===== src/rtl/sha1_message_digest_core_assert.svh =====
// Assertion macros for the SHA-1 core
`ifndef SHA1_MESSAGE_DIGEST_CORE_ASSERT_SVH
`define SHA1_MESSAGE_DIGEST_CORE_ASSERT_SVH
`ifndef SYNTHESIS
`define SHA1_ASSERT(label, clk, rst_n, prop, msg) \
	label: assert property (@(posedge clk) disable iff (!rst_n) prop) else $error(msg);
`else
`define SHA1_ASSERT(label, clk, rst_n, prop, msg)
`endif
`ifndef SYNTHESIS
`define SHA1_ASSERT_NR(label, clk, prop, msg) \
	label: assert property (@(posedge clk) prop) else $error(msg);
`else
`define SHA1_ASSERT_NR(label, clk, prop, msg)
`endif
`endif


===== src/rtl/sha1_pkg.sv =====
`timescale 1ns / 1ps
package sha1_pkg;
	typedef struct packed {
		logic [7:0] data_byte;
		logic       byte_valid;
		logic       end_of_message;
	} sha1_in_t;

	typedef struct packed {
		logic [31:0] digest_word;
		logic [2:0]  word_index;
		logic        last_word;
	} sha1_out_t;

	// command from front to back
	typedef struct packed {
		logic [1:0]   op;
		logic [511:0] block;
	} sha1_cmd_t;

	localparam logic [1:0] OP_BLOCK = 2'd0;
	localparam logic [1:0] OP_FINAL = 2'd1;

	localparam logic [31:0] IV0 = 32'h67452301;
	localparam logic [31:0] IV1 = 32'hefcdab89;
	localparam logic [31:0] IV2 = 32'h98badcfe;
	localparam logic [31:0] IV3 = 32'h10325476;
	localparam logic [31:0] IV4 = 32'hc3d2e1f0;
	localparam logic [31:0] K0 = 32'h5a827999;
	localparam logic [31:0] K1 = 32'h6ed9eba1;
	localparam logic [31:0] K2 = 32'h8f1bbcdc;
	localparam logic [31:0] K3 = 32'hca62c1d6;
	localparam logic [7:0] PAD_BYTE = 8'h80;
	localparam logic [5:0] POS_MASK = 6'h3f;
endpackage


===== src/rtl/sha1_message_digest_core.sv =====
`timescale 1ns / 1ps
// SHA-1 core: one byte per word in, five digest words out.
// Bytes are taken one per cycle while in_stall is low; a full block runs 80 rounds,
// one per cycle, in the back-end compression unit, which takes the next block when idle.
// After the closing word one padding block follows, or two if 56 bytes or more are left,
// and the final block is followed by five output words.
// Async active-low reset loads the initial vector and clears the byte count.
module sha1_message_digest_core import sha1_pkg::*; (
	input  logic      clk,
	input  logic      arst_n,
	input  logic      in_valid,
	output logic      in_stall,
	input  sha1_in_t  in_data,
	output logic      out_valid,
	input  logic      out_stall,
	output sha1_out_t out_data
);
	logic      cmd_valid;
	logic      cmd_stall;
	sha1_cmd_t cmd_data;

	sha1_front u_front (
		.clk(clk), .arst_n(arst_n),
		.in_valid(in_valid), .in_stall(in_stall), .in_data(in_data),
		.cmd_valid(cmd_valid), .cmd_stall(cmd_stall), .cmd_data(cmd_data)
	);

	sha1_back u_back (
		.clk(clk), .arst_n(arst_n),
		.cmd_valid(cmd_valid), .cmd_stall(cmd_stall), .cmd_data(cmd_data),
		.out_valid(out_valid), .out_stall(out_stall), .out_data(out_data)
	);
endmodule


===== src/rtl/sha1_front.sv =====
`timescale 1ns / 1ps
module sha1_front import sha1_pkg::*; (
	input  logic      clk,
	input  logic      arst_n,
	input  logic      in_valid,
	output logic      in_stall,
	input  sha1_in_t  in_data,
	output logic      cmd_valid,
	input  logic      cmd_stall,
	output sha1_cmd_t cmd_data
);
	typedef enum logic [2:0] {
		F_IDLE = 3'b001,
		F_PAD  = 3'b010,
		F_LEN  = 3'b100
	} fstate_t;

	fstate_t      state_q;
	logic [511:0] buf_q;
	logic [60:0]  count_q;
	logic         cmd_valid_q;
	sha1_cmd_t    cmd_q;

	logic [5:0]   pos;
	logic [511:0] buf_w;
	logic [511:0] pad_blk;
	logic [63:0]  bits;

	assign pos = count_q[5:0] & POS_MASK;
	assign bits = {count_q, 3'b000};
	assign in_stall = (state_q != F_IDLE) || cmd_valid_q;
	assign cmd_valid = cmd_valid_q;
	assign cmd_data = cmd_q;

	// insert the byte at its big-endian slot
	always_comb begin
		buf_w = buf_q;
		buf_w[511 - 8 * pos -: 8] = in_data.data_byte;
	end

	// pad from current position: 0x80, zeros after
	always_comb begin
		pad_blk = buf_q;
		for (int i = 0; i < 64; i++) begin
			if (6'(i) == pos) begin
				pad_blk[511 - 8 * i -: 8] = PAD_BYTE;
			end else if (6'(i) > pos) begin
				pad_blk[511 - 8 * i -: 8] = 8'h00;
			end
		end
	end

	always_ff @(posedge clk or negedge arst_n) begin
		if (!arst_n) begin
			state_q <= F_IDLE;
			count_q <= '0;
			cmd_valid_q <= 1'b0;
		end else begin
			if (cmd_valid_q && !cmd_stall) begin
				cmd_valid_q <= 1'b0;
			end
			case (state_q)
				F_IDLE: begin
					if (in_valid && !in_stall) begin
						if (in_data.byte_valid) begin
							buf_q <= buf_w;
							count_q <= count_q + 61'd1;
							if (pos == 6'd63) begin
								cmd_q.op <= OP_BLOCK;
								cmd_q.block <= buf_w;
								cmd_valid_q <= 1'b1;
							end
						end
						if (in_data.end_of_message) begin
							state_q <= F_PAD;
						end
					end
				end
				F_PAD: begin
					if (!cmd_valid_q) begin
						cmd_valid_q <= 1'b1;
						if (pos >= 6'd56) begin
							cmd_q.op <= OP_BLOCK;
							cmd_q.block <= pad_blk;
							buf_q <= '0;
							state_q <= F_LEN;
						end else begin
							cmd_q.op <= OP_FINAL;
							cmd_q.block <= {pad_blk[511:64], bits};
							count_q <= '0;
							state_q <= F_IDLE;
						end
					end
				end
				F_LEN: begin
					if (!cmd_valid_q) begin
						cmd_valid_q <= 1'b1;
						cmd_q.op <= OP_FINAL;
						cmd_q.block <= {448'd0, bits};
						count_q <= '0;
						state_q <= F_IDLE;
					end
				end
				default: state_q <= F_IDLE;
			endcase
		end
	end
endmodule


===== src/rtl/sha1_back.sv =====
`timescale 1ns / 1ps
`include "sha1_message_digest_core_assert.svh"
module sha1_back import sha1_pkg::*; (
	input  logic      clk,
	input  logic      arst_n,
	input  logic      cmd_valid,
	output logic      cmd_stall,
	input  sha1_cmd_t cmd_data,
	output logic      out_valid,
	input  logic      out_stall,
	output sha1_out_t out_data
);
	typedef enum logic [2:0] {
		B_IDLE = 3'b001,
		B_RUN  = 3'b010,
		B_OUT  = 3'b100
	} bstate_t;

	bstate_t     state_q;
	logic [6:0]  round_q;
	logic [2:0]  widx_q;
	logic        final_q;
	logic [31:0] h_q [5];
	logic [31:0] a_q, b_q, c_q, d_q, e_q;
	logic [31:0] w_q [16];

	logic [31:0] wt, f, k, tmp, wnew;

	assign cmd_stall = (state_q != B_IDLE);
	assign out_valid = (state_q == B_OUT);
	assign out_data.digest_word = h_q[widx_q];
	assign out_data.word_index = widx_q;
	assign out_data.last_word = (widx_q == 3'd4);

	// schedule window: w_q[0] is always word t
	assign wnew = {w_q[13] ^ w_q[8] ^ w_q[2] ^ w_q[0]} << 1
		| ((w_q[13] ^ w_q[8] ^ w_q[2] ^ w_q[0]) >> 31);
	assign wt = w_q[0];

	always_comb begin
		if (round_q < 7'd20) begin
			f = (b_q & c_q) | (~b_q & d_q);
			k = K0;
		end else if (round_q < 7'd40) begin
			f = b_q ^ c_q ^ d_q;
			k = K1;
		end else if (round_q < 7'd60) begin
			f = (b_q & c_q) | (b_q & d_q) | (c_q & d_q);
			k = K2;
		end else begin
			f = b_q ^ c_q ^ d_q;
			k = K3;
		end
		tmp = {a_q[26:0], a_q[31:27]} + f + e_q + wt + k;
	end

	always_ff @(posedge clk or negedge arst_n) begin
		if (!arst_n) begin
			state_q <= B_IDLE;
			round_q <= '0;
			widx_q <= '0;
			final_q <= 1'b0;
			h_q[0] <= IV0;
			h_q[1] <= IV1;
			h_q[2] <= IV2;
			h_q[3] <= IV3;
			h_q[4] <= IV4;
		end else begin
			case (state_q)
				B_IDLE: begin
					if (cmd_valid) begin
						for (int i = 0; i < 16; i++) begin
							w_q[i] <= cmd_data.block[511 - 32 * i -: 32];
						end
						a_q <= h_q[0];
						b_q <= h_q[1];
						c_q <= h_q[2];
						d_q <= h_q[3];
						e_q <= h_q[4];
						final_q <= (cmd_data.op == OP_FINAL);
						round_q <= '0;
						state_q <= B_RUN;
					end
				end
				B_RUN: begin
					// advance one round, shift the window
					for (int i = 0; i < 15; i++) begin
						w_q[i] <= w_q[i + 1];
					end
					w_q[15] <= wnew;
					e_q <= d_q;
					d_q <= c_q;
					c_q <= {b_q[1:0], b_q[31:2]};
					b_q <= a_q;
					a_q <= tmp;
					round_q <= round_q + 7'd1;
					if (round_q == 7'd79) begin
						h_q[0] <= h_q[0] + tmp;
						h_q[1] <= h_q[1] + a_q;
						h_q[2] <= h_q[2] + {b_q[1:0], b_q[31:2]};
						h_q[3] <= h_q[3] + c_q;
						h_q[4] <= h_q[4] + d_q;
						widx_q <= '0;
						state_q <= final_q ? B_OUT : B_IDLE;
					end
				end
				B_OUT: begin
					if (!out_stall) begin
						if (widx_q == 3'd4) begin
							widx_q <= '0;
							h_q[0] <= IV0;
							h_q[1] <= IV1;
							h_q[2] <= IV2;
							h_q[3] <= IV3;
							h_q[4] <= IV4;
							state_q <= B_IDLE;
						end else begin
							widx_q <= widx_q + 3'd1;
						end
					end
				end
				default: state_q <= B_IDLE;
			endcase
		end
	end

	`SHA1_ASSERT(a_widx, clk, arst_n, out_valid |-> (widx_q <= 3'd4), "word index out of range")
	`SHA1_ASSERT(a_round, clk, arst_n, (state_q == B_RUN) |-> (round_q < 7'd80), "round overrun")
	`SHA1_ASSERT(a_last, clk, arst_n, (out_valid && !out_stall && out_data.last_word) |=> !out_valid, "digest not closed")
endmodule

===== config.mk =====
export PLATFORM = sky130hd
export DESIGN_NAME = sha1_message_digest_core
export DESIGN_NICKNAME = d
export VERILOG_FILES = /design/src/rtl/sha1_pkg.sv /design/src/rtl/sha1_message_digest_core.sv /design/src/rtl/sha1_front.sv /design/src/rtl/sha1_back.sv
export VERILOG_INCLUDE_DIRS = /design/src /design/src/rtl
export SDC_FILE = /design/constraint.sdc
export NUM_CORES = 2
export LEC_CHECK = 0
export CAP_MARGIN = 20
export CORE_MARGIN = 2
export CORE_UTILIZATION = 60
export CTS_BUF_LIST = sky130_fd_sc_hd__clkbuf_8
export CTS_CLUSTER_SIZE = 25
export DETAILED_ROUTE_END_ITERATION = 12
export DONT_BUFFER_PORTS = 1
export GPL_TIMING_DRIVEN = 0
export PLACE_DENSITY_LB_ADDON = 0.12
export REMOVE_ABC_BUFFERS = 1
export SLEW_MARGIN = 5
export SYNTH_ARGS = -nofsm -noshare
export SYNTH_HDL_FRONTEND = slang
export SYNTH_SLANG_ARGS = --single-unit

===== constraint.sdc =====
create_clock -name clk -period 25.1 [get_ports clk]
set_input_delay 5.02 -clock clk [delete_from_list [all_inputs] [get_ports clk]]
set_output_delay 5.02 -clock clk [all_outputs]
set_load 0.01 [all_outputs]

==> reports/metrics.yaml <==
outcome: "complete, no violations"
placed_cell_area_mm2: 0.1038
finalHoldViolCount: 0
finClkSkew_ns: 0.08302
routed_via_density: 6.449
hp-class: "flip-flop to flip-flop"
end_kind: "flip-flop"
pwr-share-clk: 0.222
cts_root_buf: "clkbuf_8"
synth_compound_area_frac: 0.1324
combPwrFrac: 0.407
grt_pass1_wl_mm: 439.8
nNetsFinal: 9187
finalCriticalPeriod_ns: 9.576
grt_setup_unrepaired: "no"
grt_max_degree: 246
ctsHoldBuffers: 0
min_delay_path_depth: 2
synth_mux_area_frac: 0.06584
post_drt_wl_per_cell_um: 26.21
die_width_um: 410.7
synth-seq-area-share: 0.5747
syn-cell-area_mm2: 0.09926
port_buffers: 0
synthAdderAreaFrac: 0.05413
hold_ws_ns: 0.4916
critical_path_class: "flip-flop to flip-flop"
fmax_mhz: 104.4
vias: 72690
netSwitchingPower_w: 0.004658
pwr-share-seq: 0.370
nFillCells: 12500
tightest_slew_ns: 1.296
fin_ws_ns: 15.52
core_mm2: 0.1646
reg2reg_depth: 33
synth_xor_area_frac: 0.02418
path_clk_slew_ns: 0.05
setup_viol: 0
grt_antenna_before_repair: 10
dp_hpwl_mm: 204.5
p_sw_frac: 0.3910
die_y_um: 410.7
io_pins: 52
pre_cts_ws_ns: 15.61
route.detailed.drc: 0
cts.sinks: 1936
ctsHtreeMaxLevel: 5
layout-drive-gt1-share: 0.1387
initial_core_util: 0.6030
critical_path_arrival_ns: 10.52
syn_inst: 8762
relSlewSlack: 0.1244
internal_power_w: 0.007256
synth_cell_types: 99
drtIter0Drc: 9364
synthArstFlopShare: 0.1235
crit_fanout: 35
synth_area_per_cell_um2: 11.33
r2r_setup_slack_ns: 15.52
overflow: 0
rows: 149
max-vdd-ir-drop_mv: 0.1138
synth_top_family_by_area: "compound AO/OA/AOI/OAI gates"
cp_slowest_stage_delay_ns: 0.71
ctsResizeCount: 0
slew_viol_final: 0
wl_mm: 295.4
grt_pass1_vias: 70220
synth-simple-area-share: 0.1207
post-cts-setup-buffers: 0
required_ns: 26.04
insertion_delay_ns: 1.10
grtUsageTotal: 0.3467
cp-start-kind: "flip-flop"
p_per_area_mw_per_mm2: 108.5
ys_warn_count: 0
cp_slowest_cell: "or2_2"
cts_buffer_depth: 4
p_leak_nw: 41.42
synth_ff_type: "edfxtp_1"
die_area_mm2: 0.1687
cts_tree: "done"
synthToLayoutAreaGrowth_pct: 10.66
period_share: 0.3815
cap_violations: 0
tns_ns: 0
gp_congestion: 0.9678
ant_nets: 0
dr.pass1.iters: 6
cts_made_buffers: 342
ys_ff_latch: 1936
fin_area_mm2: 0.1098
synth_edf_count: 1697
## critical path: cells and delay by family, from the launching register on
family          cells  cell delay, ns
compound gates     11            2.99
fa+ha+maj           6            2.54
simple gates       11            2.75
flops               1            0.55
buf+inv             3            0.33
xor+xnor            2            0.23
## final timing paths
| check | start | endpoint |
|---|---|---|
| max in group asynchronous | arst_n | u_front.count_q[2]$_DFFE_PN0P_ |
| worst min-delay path | u_back.h_q[127]$_DFFE_PN1P_ | u_back.h_q[127]$_DFFE_PN1P_ |
| min in group asynchronous | arst_n | u_back.h_q[2]$_DFFE_PN0P_ |
| worst max-delay path | u_back.round_q[4]$_DFFE_PN0P_ | u_back.h_q[159]$_DFFE_PN0P_ |
| worst max register to register | u_back.round_q[4]$_DFFE_PN0P_ | u_back.h_q[159]$_DFFE_PN0P_ |
| worst min register to register | u_back.h_q[127]$_DFFE_PN1P_ | u_back.h_q[127]$_DFFE_PN1P_ |
## cells in the final DEF, fill, tap and decap left out, types with 67 or more instances in the layout
cell type  instances
nand3_1          151
dfrtp_1          150
nand2_1         1353
inv_1            423
clkbuf_8         359
fa_1             124
o21ai_0          383
nor3_1           120
a21o_1            77
xnor2_1          189
ha_1             231
a21oi_1          818
dfstp_2           82
and3_1            67
a22o_1           293
buf_12            67
xor2_1            85
edfxtp_1        1697
clkinv_1          68
mux2_2           495
nor2_1           878
## cell families after synthesis
group	after synthesis
AND/OR/NAND/NOR	2845
AO/OA/AOI/OAI	2061
flip-flops	1936
buffers and inverters	740
multiplexers	551
adder cells (fa/ha/maj)	355
XOR/XNOR	274
## layer usage
metal / GRT usage / wire, um / up-vias
met1: 0.4530 / 110800 / 35650
met3: 0.06113 / 28070 / 830
li1: - / - / 32130
met2: 0.5633 / 140900 / 4083
met4: 0.1688 / 15660 / 6
met5: 0 / 59 / -
## synth_stat cells, drive strengths merged, types with 19 or more instances
master     n  area (um2)
edfxtp  1697       50960
nand2   1360        5112
nor2     888        3333
a21oi    821        4113
mux2     495        5574
o21ai    418        2096
clkbuf   393        1475
a22o     293        2566
inv      286        1074
ha       231        2890
xnor2    189        1655
dfrtp    157        3929
nand3    152       765.7
nor3     127       660.6
fa       124        2482
xor2      85       744.5
dfstp     82        2155
a21o      78       585.6
and3      70       442.9
buf       61       245.2
nand2b    53       331.6
nor2b     47       294.0
o21a      45       337.8
o22ai     39       250.2
a32o      38       380.4
a221o     35       350.3
or3       34       212.7
and2      33       206.5
mux4      32       720.7
a211oi    27       202.7
o31ai     27       202.7
a22oi     26       195.2
o21bai    25       187.7
mux2i     24       240.2
o32ai     24       217.7
a31oi     22       143.9
o22a      22       192.7
or2       21       131.4
nand4     20       125.1
o221ai    19       172.7
## metrics by stage
stage	util	instances	power, W
final	0.6672	11270	0.01191
after global routing	0.6671	11260	0.01257
after CTS	0.6668	11260	0.01185
after detailed placement	0.6306	10660	0.009212
after floorplan	-	8308	0.008043
after global placement	0.6092	10500	0.009496
## power groups by stage
stage	clock network (W)	registers, W	logic (W)
detailed placement	0	0.00446	0.00476
global placement	0	0.00488	0.00461
CTS	0.00268	0.00440	0.00478
floorplan	0	0.00456	0.00348
global route	0.00281	0.00444	0.00532
finish	0.00265	0.00441	0.00485
## registers in the layout, summed over array words and instances, names as in the netlist, 32 cells and up
register and cells:
u_back.a_q 32, u_back.b_q 32, u_back.c_q 32, u_front.count_q 61, u_front.cmd_data 513, u_back.h_q 160, u_back.e_q 32, u_back.d_q 32
u_front.buf_q 512, u_back.w_q 512
## cell type report
cell class                 count  area (um2)  share of cell area
inverter                     286        1074            0.009774
timing repair buffer         166        3378             0.03076
multi-input combinational   6086       39610              0.3607
clock inverter               239        1008            0.009181
clock buffer                 359        4941             0.04498
tap                         2189        2739             0.02494
sequential                  1936       57060              0.5195
antenna                       11       27.53           0.0002506
Power figures use the tool's default switching activity.
